File: src/hw/rtl/bff_pkg.sv
// ----------------------------------------------------------------------------
// bff_pkg
// Shared types, codes and sizes of the byte fifo packet framer.
// ----------------------------------------------------------------------------
package bff_pkg;

	// ring and packet sizes
	localparam int TX_DEPTH      = 128;
	localparam int RX_DEPTH      = 64;
	localparam int PAYLOAD_BYTES = 63;
	localparam int TX_AW         = $clog2(TX_DEPTH);
	localparam int RX_AW         = $clog2(RX_DEPTH);
	localparam int LEN_W         = $clog2(PAYLOAD_BYTES + 1);
	localparam int PAY_W         = PAYLOAD_BYTES * 8;

	// header marks
	localparam logic [7:0] HDR_PACKET = 8'h80;
	localparam logic [7:0] HDR_LAST   = 8'h40;

	typedef enum logic [1:0] {
		ACT_WRITE  = 2'd0,
		ACT_COMMIT = 2'd1,
		ACT_RECV   = 2'd2,
		ACT_READ   = 2'd3
	} action_t;

	typedef enum logic [2:0] {
		KIND_PACKET   = 3'd0,
		KIND_WR_OK    = 3'd1,
		KIND_WR_DROP  = 3'd2,
		KIND_RD_DATA  = 3'd3,
		KIND_RD_EMPTY = 3'd4
	} kind_t;

	typedef enum logic [2:0] {
		ST_IDLE,
		ST_WRITE,
		ST_RECV,
		ST_DRAIN,
		ST_PACKET,
		ST_RD_REQ,
		ST_RD_DATA
	} state_t;

	typedef struct packed {
		action_t     action;
		logic [7:0]  data_byte;
		logic [7:0]  rx_header;
		logic [63:0] rx_payload0;
		logic [63:0] rx_payload1;
		logic [63:0] rx_payload2;
		logic [63:0] rx_payload3;
		logic [63:0] rx_payload4;
		logic [63:0] rx_payload5;
		logic [63:0] rx_payload6;
		logic [55:0] rx_payload7;
	} in_item_t;

	typedef struct packed {
		kind_t       kind;
		logic [7:0]  tx_header;
		logic [63:0] tx_payload0;
		logic [63:0] tx_payload1;
		logic [63:0] tx_payload2;
		logic [63:0] tx_payload3;
		logic [63:0] tx_payload4;
		logic [63:0] tx_payload5;
		logic [63:0] tx_payload6;
		logic [55:0] tx_payload7;
		logic [7:0]  read_value;
		logic        last;
	} out_item_t;

endpackage

File: src/hw/rtl/bff_ifs.sv
// ----------------------------------------------------------------------------
// bff_ifs
// Valid/ready channels of the framer: request in, result out.
// ----------------------------------------------------------------------------
interface bff_in_if import bff_pkg::*; ();
	logic     valid;
	logic     ready;
	in_item_t payload;

	modport source (output valid, output payload, input ready);
	modport sink   (input valid, input payload, output ready);
endinterface

interface bff_out_if import bff_pkg::*; ();
	logic      valid;
	logic      ready;
	out_item_t payload;

	modport source (output valid, output payload, input ready);
	modport sink   (input valid, input payload, output ready);
endinterface

File: src/hw/rtl/bff_ram.sv
// ----------------------------------------------------------------------------
// bff_ram
// Generic single write port, single read port RAM with registered read.
// ----------------------------------------------------------------------------
module bff_ram #(
	parameter int WIDTH = 8,
	parameter int DEPTH = 64
) (
	input  logic                     clk,
	input  logic                     we,
	input  logic [$clog2(DEPTH)-1:0] waddr,
	input  logic [WIDTH-1:0]         wdata,
	input  logic                     re,
	input  logic [$clog2(DEPTH)-1:0] raddr,
	output logic [WIDTH-1:0]         rdata
);

	logic [WIDTH-1:0] mem [DEPTH];

	// write port
	always_ff @(posedge clk) begin
		if (we) begin
			mem[waddr] <= wdata;
		end
	end

	// read port, data holds until the next read
	always_ff @(posedge clk) begin
		if (re) begin
			rdata <= mem[raddr];
		end
	end

endmodule

File: src/hw/rtl/byte_fifo_packet_framer_core.sv
// ----------------------------------------------------------------------------
// byte_fifo_packet_framer_core
// Byte rings between a host and a 64-byte packet link: writes fill the
// transmit ring, a commit drains it into packets, received packets fill the
// receive ring, reads pop it.
//
//   channel | dir | payload     | transfer
//   --------+-----+-------------+----------------------------------
//   req     | in  | in_item_t   | valid & ready at a rising edge
//   rsp     | out | out_item_t  | valid & ready at a rising edge
//
// One request at a time; ready is high only while the sequencer is idle.
// Receive: one ring byte per cycle.
// Commit: packet by packet, one transmit ring read per cycle.
// Read: drains the transmit ring as a commit does, then reads the receive ring.
// Reset clears pointers and control only; ring contents are never cleared.
// A held result stalls the sequencer only when the next result is due.
// ----------------------------------------------------------------------------
module byte_fifo_packet_framer_core import bff_pkg::*; (
	input  logic     clk,
	input  logic     arst_n,
	bff_in_if.sink   req,
	bff_out_if.source rsp
);

	// wrap-around pointer steps
	function automatic logic [TX_AW-1:0] tx_next(input logic [TX_AW-1:0] p);
		return (p == TX_AW'(TX_DEPTH - 1)) ? '0 : TX_AW'(p + 1'b1);
	endfunction

	function automatic logic [RX_AW-1:0] rx_next(input logic [RX_AW-1:0] p);
		return (p == RX_AW'(RX_DEPTH - 1)) ? '0 : RX_AW'(p + 1'b1);
	endfunction

	state_t state_q, state_d;

	// ring pointers
	logic [TX_AW-1:0] tx_head_q, tx_tail_q;
	logic [RX_AW-1:0] rx_head_q, rx_tail_q;

	// latched request
	logic             read_q;
	logic [7:0]       data_q;
	logic [LEN_W-1:0] cnt_q;
	logic [LEN_W-1:0] idx_q;
	logic [PAY_W-1:0] rxb_q;

	// packet assembly
	logic [LEN_W-1:0]                len_q;
	logic                            vld_s1;
	logic [LEN_W-1:0]                idx_s1;
	logic [PAYLOAD_BYTES-1:0][7:0]   pkt_q;

	// result register
	logic      out_valid_q;
	out_item_t out_q;
	out_item_t res_d;

	// ram ports
	logic             tx_we, tx_re, rx_we, rx_re;
	logic [7:0]       tx_rdata, rx_rdata;

	// control strobes
	logic accept, can_load, load;
	logic tx_empty, tx_full, rx_empty, rx_full, drain_go, recv_done;
	logic issue, recv_step, rx_pop, rx_clr, pkt_clr;

	assign accept    = req.valid && req.ready;
	assign can_load  = !out_valid_q || rsp.ready;
	assign tx_empty  = (tx_head_q == tx_tail_q);
	assign tx_full   = (tx_head_q == tx_next(tx_tail_q));
	assign rx_empty  = (rx_head_q == rx_tail_q);
	assign rx_full   = (rx_head_q == rx_next(rx_tail_q));
	assign drain_go  = !tx_empty && (len_q != LEN_W'(PAYLOAD_BYTES));
	assign recv_done = (idx_q == cnt_q) || rx_full;

	assign req.ready   = (state_q == ST_IDLE);
	assign rsp.valid   = out_valid_q;
	assign rsp.payload = out_q;

	// transmit ring
	bff_ram #(.WIDTH(8), .DEPTH(TX_DEPTH)) u_tx_ram (
		.clk   (clk),
		.we    (tx_we),
		.waddr (tx_tail_q),
		.wdata (data_q),
		.re    (tx_re),
		.raddr (tx_head_q),
		.rdata (tx_rdata)
	);

	// receive ring
	bff_ram #(.WIDTH(8), .DEPTH(RX_DEPTH)) u_rx_ram (
		.clk   (clk),
		.we    (rx_we),
		.waddr (rx_tail_q),
		.wdata (rxb_q[7:0]),
		.re    (rx_re),
		.raddr (rx_head_q),
		.rdata (rx_rdata)
	);

	// next state
	always_comb begin
		state_d = state_q;
		unique case (state_q)
			ST_IDLE: begin
				if (accept) begin
					unique case (req.payload.action)
						ACT_WRITE:  state_d = ST_WRITE;
						ACT_COMMIT: state_d = tx_empty ? ST_IDLE : ST_DRAIN;
						ACT_RECV:   state_d = ST_RECV;
						ACT_READ:   state_d = tx_empty ? ST_RD_REQ : ST_DRAIN;
						default:    state_d = ST_IDLE;
					endcase
				end
			end
			ST_WRITE: begin
				if (can_load) state_d = ST_IDLE;
			end
			ST_RECV: begin
				if (recv_done) state_d = ST_IDLE;
			end
			ST_DRAIN: begin
				if (!drain_go) state_d = ST_PACKET;
			end
			ST_PACKET: begin
				if (can_load) begin
					if (!tx_empty) state_d = ST_DRAIN;
					else state_d = read_q ? ST_RD_REQ : ST_IDLE;
				end
			end
			ST_RD_REQ: begin
				if (!rx_empty) state_d = ST_RD_DATA;
				else if (can_load) state_d = ST_IDLE;
			end
			ST_RD_DATA: begin
				if (can_load) state_d = ST_IDLE;
			end
			default: state_d = ST_IDLE;
		endcase
	end

	// outputs of the sequencer
	always_comb begin
		tx_we     = 1'b0;
		tx_re     = 1'b0;
		rx_we     = 1'b0;
		rx_re     = 1'b0;
		load      = 1'b0;
		issue     = 1'b0;
		recv_step = 1'b0;
		rx_pop    = 1'b0;
		rx_clr    = 1'b0;
		pkt_clr   = accept;
		res_d     = '0;
		unique case (state_q)
			ST_IDLE: ;
			ST_WRITE: begin
				if (can_load) begin
					load       = 1'b1;
					res_d.kind = tx_full ? KIND_WR_DROP : KIND_WR_OK;
					res_d.last = 1'b1;
					tx_we      = !tx_full;
				end
			end
			ST_RECV: begin
				if (!recv_done) begin
					rx_we     = 1'b1;
					recv_step = 1'b1;
				end
			end
			ST_DRAIN: begin
				if (drain_go) begin
					tx_re = 1'b1;
					issue = 1'b1;
				end
			end
			ST_PACKET: begin
				if (can_load) begin
					load              = 1'b1;
					rx_clr            = 1'b1;
					pkt_clr           = 1'b1;
					res_d.kind        = KIND_PACKET;
					res_d.tx_header   = HDR_PACKET | (tx_empty ? HDR_LAST : 8'h00)
						| 8'(len_q);
					res_d.tx_payload0 = pkt_q[7:0];
					res_d.tx_payload1 = pkt_q[15:8];
					res_d.tx_payload2 = pkt_q[23:16];
					res_d.tx_payload3 = pkt_q[31:24];
					res_d.tx_payload4 = pkt_q[39:32];
					res_d.tx_payload5 = pkt_q[47:40];
					res_d.tx_payload6 = pkt_q[55:48];
					res_d.tx_payload7 = pkt_q[62:56];
					res_d.last        = tx_empty && !read_q;
				end
			end
			ST_RD_REQ: begin
				if (!rx_empty) begin
					rx_re = 1'b1;
				end else if (can_load) begin
					load       = 1'b1;
					res_d.kind = KIND_RD_EMPTY;
					res_d.last = 1'b1;
				end
			end
			ST_RD_DATA: begin
				if (can_load) begin
					load             = 1'b1;
					rx_pop           = 1'b1;
					res_d.kind       = KIND_RD_DATA;
					res_d.read_value = rx_rdata;
					res_d.last       = 1'b1;
				end
			end
			default: ;
		endcase
	end

	// control registers
	always_ff @(posedge clk or negedge arst_n) begin
		if (!arst_n) begin
			state_q     <= ST_IDLE;
			tx_head_q   <= '0;
			tx_tail_q   <= '0;
			rx_head_q   <= '0;
			rx_tail_q   <= '0;
			read_q      <= 1'b0;
			idx_q       <= '0;
			len_q       <= '0;
			vld_s1      <= 1'b0;
			out_valid_q <= 1'b0;
		end else begin
			state_q <= state_d;
			vld_s1  <= issue;
			if (accept) begin
				read_q <= (req.payload.action == ACT_READ);
				idx_q  <= '0;
			end
			if (tx_we) tx_tail_q <= tx_next(tx_tail_q);
			if (issue) begin
				tx_head_q <= tx_next(tx_head_q);
				len_q     <= LEN_W'(len_q + 1'b1);
			end else if (pkt_clr) begin
				len_q <= '0;
			end
			// receive ring: clear after each sent packet, else push and pop
			if (rx_clr) begin
				rx_head_q <= '0;
				rx_tail_q <= '0;
			end else begin
				if (recv_step) begin
					rx_tail_q <= rx_next(rx_tail_q);
					idx_q     <= LEN_W'(idx_q + 1'b1);
				end
				if (rx_pop) rx_head_q <= rx_next(rx_head_q);
			end
			// result register
			if (load) out_valid_q <= 1'b1;
			else if (rsp.ready) out_valid_q <= 1'b0;
		end
	end

	// payload registers
	always_ff @(posedge clk) begin
		if (accept) begin
			data_q <= req.payload.data_byte;
			cnt_q  <= req.payload.rx_header[LEN_W-1:0];
			rxb_q  <= {req.payload.rx_payload7, req.payload.rx_payload6,
				req.payload.rx_payload5, req.payload.rx_payload4,
				req.payload.rx_payload3, req.payload.rx_payload2,
				req.payload.rx_payload1, req.payload.rx_payload0};
		end else if (recv_step) begin
			rxb_q <= rxb_q >> 8;
		end
		if (issue) idx_s1 <= len_q;
		// packet buffer: clear per packet, capture ring data in the cycle after the read
		if (pkt_clr) pkt_q <= '0;
		else if (vld_s1) pkt_q[idx_s1] <= tx_rdata;
		if (load) out_q <= res_d;
	end

endmodule
File: src/flat_wrapper.sv
// flat-port wrapper written by rule: the top's interface ports become plain ports
module byte_fifo_packet_framer_core_flat import bff_pkg::*;
  (clk, arst_n, req_valid, req_payload, req_ready, rsp_valid, rsp_payload, rsp_ready);
  bff_in_if req_i ();
  bff_out_if rsp_i ();
  input  logic clk;
  input  logic arst_n;
  input wire logic [$bits(req_i.valid)-1:0] req_valid;
  input wire logic [$bits(req_i.payload)-1:0] req_payload;
  output wire logic [$bits(req_i.ready)-1:0] req_ready;
  output wire logic [$bits(rsp_i.valid)-1:0] rsp_valid;
  output wire logic [$bits(rsp_i.payload)-1:0] rsp_payload;
  input wire logic [$bits(rsp_i.ready)-1:0] rsp_ready;
  assign req_i.valid = req_valid;
  assign req_i.payload = req_payload;
  assign req_ready = req_i.ready;
  assign rsp_valid = rsp_i.valid;
  assign rsp_payload = rsp_i.payload;
  assign rsp_i.ready = rsp_ready;
  byte_fifo_packet_framer_core u_core (.clk(clk), .arst_n(arst_n), .req(req_i), .rsp(rsp_i));
endmodule
File: config.mk
export PLATFORM = sky130hd
export DESIGN_NAME = byte_fifo_packet_framer_core_flat
export DESIGN_NICKNAME = d
export VERILOG_FILES = /design/src/hw/rtl/bff_pkg.sv /design/src/hw/rtl/bff_ifs.sv /design/src/hw/rtl/bff_ram.sv /design/src/hw/rtl/byte_fifo_packet_framer_core.sv /design/src/flat_wrapper.sv
export SDC_FILE = /design/constraint.sdc
export NUM_CORES = 2
export LEC_CHECK = 0
export BUFFER_PORTS_ARGS = -buffer_cell sky130_fd_sc_hd__clkbuf_2
export CORE_ASPECT_RATIO = 1.5
export CORE_MARGIN = 1
export CORE_UTILIZATION = 60
export CTS_BUF_LIST = sky130_fd_sc_hd__clkbuf_8
export CTS_CLUSTER_SIZE = 16
export DETAILED_ROUTE_END_ITERATION = 6
export PLACE_DENSITY_LB_ADDON = 0.15
export SYNTH_ARGS = -nofsm -noshare
export SYNTH_HDL_FRONTEND = slang
export SYNTH_SLANG_ARGS = --single-unit
File: constraint.sdc
create_clock -name clk -period 39.5 [get_ports clk]
set_input_delay 3.95 -clock clk [delete_from_list [all_inputs] [get_ports clk]]
set_output_delay 3.95 -clock clk [all_outputs]
set_load 0.02 [all_outputs]
==> impl_metrics.ini <==
[synth]
ys_warn_count = 0
yosysSeqAreaShare_pct = 72.8
synth_top_area_share_pct = 63.7
synth_top_family_by_area = simple AND/OR/NAND/NOR gates
yosys-top-cells-area = edfxtp_1, dfxtp_1, mux4_2
synth_fa_ha_area_share_pct = 0.0612
synth_common_cells = edfxtp_1, nand2_1, and2_1, dfxtp_1, clkbuf_1
synth_xor_area_share_pct = 0.243
synthMuxAreaShare_pct = 9.62
avgSynthCellArea_um2 = 14.4
synth_nets = 9041
yosysMostFrequentCell = edfxtp_1
syn-instance-count = 8509
synth_top_cell_by_area = edfxtp_1
netlist_area_um2 = 123000
synth_simple_gate_area_share_pct = 12.3
synthArstFlopShare_pct = 1.40
synth-compound-area-share_pct = 3.04
synth_cell_types = 78
synth-main-ff-cell = edfxtp_1
synth-seq-cells = 3148
synth_edf_count = 2600

[floorplan]
boundaryPins = 1052
fp.coreArea_um2 = 202000
die_h_um = 556
initial_core_util_pct = 60.5
fp.dieW_um = 371
die_area_um2 = 206000
row_count = 202

[pwr]
max-vdd-ir-drop_v = 0.0000666
power.leakage_nw = 50.9
power_density_nw_per_um2 = 72.6
power_mw = 10.1

[finish]
final_area_um2 = 139000
layout-drive-gt1-share_pct = 22.5
n_fill_cell = 14000
area_delta_synth_final_pct = 13.6
final_nets = 10200
finalCoreUtilization_pct = 68.8

[timing]
setup_violations = 0
rsz0062_at_grt = false
finalHoldViolCount = 0
worst_pin_slew_ps = 1430
relSlewSlack_pct = 3.62
tns_ps = 0
post-route-period-util_pct = 21.8
period_minus_slack_ps = 8600
max_freq_ghz = 0.116
timing.final.max_slew_violations = 0
fin_worst_skew_ps = 59.8

[clock_tree]
clk_latency_ps = 990
cts_root_buf = clkbuf_8
cts.reportedPaths.clkPinSlew_ps = 60
cts_setup_buffers = 0
htree_levels = 5
numCtsBuffers = 440
cts_buffer_depth = 4
cts_tree = built
cts_resized = 0
cts.sinks = 3148
postCtsHoldBufs = 0

[worst_hold_path]
min-delay-start = u_core.pkt_q[65]
hp-class = reg2reg
holdPathStages = 2
min_to = u_core.pkt_q[65]

[grt]
grt_use_total_pct = 31.9
grt_pass1_wl_um = 477000
grt.overflow.total = 0
grt_pass1_vias = 72200
grt_max_degree = 287
grt_antenna_before_repair = 55

[critical_path]
cp.arrival_ps = 9410
r2r_slack_ps = 33130
critPathMaxFanout = 168
startpoint_type = primary input
criticalPathCategory = in2reg
worstPathRequired_ps = 40310
critical_path.endpoint_type = flip-flop
r2r_cells = 8
reg2reg_from = u_core.state_q[1]
cp-startpoint = rsp_ready
r2r-end = u_core.pkt_q[250]

[routing]
drt_wl_total_um = 336000
vias_per_cell = 5.92
drtIter0Drc = 8084
drt-pass1-iter-count = 6
ant_nets = 0
drc_errors = 0
routedWlPerCell_um = 26.5
num_vias = 75100

[placement]
dpl.hpwl_um = 222000
placed_cell_area_um2 = 131000
place_congestion = 0.933
portBuffers = 1049

[outcome]
status = complete, no violations

[run]
maxCapViolations = 0
## final cells by class
cell class	instances	area, µm²	area share [%]
Sequential cell	3148	89300	64.1
Multi-Input combinational cell	4790	31100	22.3
Clock buffer	497	6840	4.91
Timing Repair Buffer	1240	6750	4.85
Tap cell	2652	3320	2.38
Clock inverter	306	1730	1.24
Antenna cell	41	103	0.0737
Inverter	15	78.8	0.0566
## how the worst max path moves through the flow
stage | slack [ps] | cells past startpoint | end
4_1_cts | 31070 | 9 | u_core.pkt_q[155]
6_report | 30900 | 9 | u_core.pkt_q[250]
2_1_floorplan | 8640 | 3 | u_core.rsp.payload[0]
3_5_place_dp | 30020 | 9 | u_core.pkt_q[250]
3_3_place_gp | 30160 | 9 | u_core.pkt_q[431]
5_1_grt | 30660 | 9 | u_core.pkt_q[220]
## through the flow
| stage | cells | setup slack, ps | hold slack (ps) |
|---|---|---|---|
| after floorplan | 8509 | 8640 | 432 |
| after global placement | 11800 | 30160 | 436 |
| after detailed placement | 11800 | 30020 | 442 |
| after CTS | 12600 | 31070 | 450 |
| after global routing | 12700 | 30660 | 464 |
| final | 12700 | 30900 | 449 |
## critical path, cell delays in order
cell and delay, ps:
clkbuf_2 90, nand2b_1 190, nand3_1 510, nand2_4 770
buf_4 810, buf_12 530, buf_4 810, buf_4 1040
nor2_1 130
## placed cells by master (no fill, tap or decap), drive strengths merged, types with 8 or more instances in the layout
master,count
mux2i,376
nor2b,29
clkbuf,1547
buf,189
nand3b,10
nand3,326
nor3,119
a22o,18
o211ai,15
bufinv,17
and3,27
a22oi,36
o221ai,17
dfxtp,504
o31ai,10
mux2,20
o21ai,47
edfxtp,2600
nand2,1913
xnor2,20
dfrtp,44
nor2,392
mux4,346
or2,8
and2,520
o22ai,30
a211oi,22
nand4,9
a2111oi,17
a21oi,331
xor2,14
nand2b,18
nor4,9
clkinv,132
a221oi,8
inv,168
diode,41
a31oi,9
## report_power, final
part | switching (mW) | total, mW | internal, mW | leakage [nW]
logic | 2.04 | 2.81 | 0.762 | 17.3
registers | 0.283 | 4.83 | 4.55 | 28.6
clock network | 1.21 | 2.47 | 1.26 | 4.99
## kinds of logic (layout without fill, tap and decap cells)
| family | Yosys count | after routing |
|---|---|---|
| AOI/OAI and AO/OA | 605 | 605 |
| xor gates and xnor gates | 34 | 34 |
| adders and majority gates | 6 | 6 |
| buffers and inverters | 571 | 2058 |
| DFF | 3148 | 3148 |
| muxes | 742 | 742 |
| other | 0 | 41 |
| and+or+nand+nor | 3403 | 3403 |
## metal layers
layer	part of all wire [%]	GRT usage, %	vias up	wire, µm
met2	49	52.6	3604	166000
li1	-	-	33300	-
met1	36	39.5	37400	122000
met3	8.7	7.09	778	29300
met4	5.4	16.4	22	18200
met5	0.044	0	-	148
## sequential cells by signal (all words and copies together), names as in the netlist, 6 cells and up
signal	count
u_core.u_tx_ram.rdata	8
u_core.u_rx_ram.rdata	8
u_core.data_q	8
u_core.idx_s1	6
u_core.len_q	6
u_core.pkt_q	504
u_core.rsp.payload	524
u_core.rx_tail_q	6
u_core.u_rx_ram.mem	512
u_core.u_tx_ram.mem	1024
u_core.tx_tail_q	7
u_core.rx_head_q	6
u_core.idx_q	6
u_core.cnt_q	6
u_core.rxb_q	504
u_core.tx_head_q	7
(Power assumes the default switching activity.)
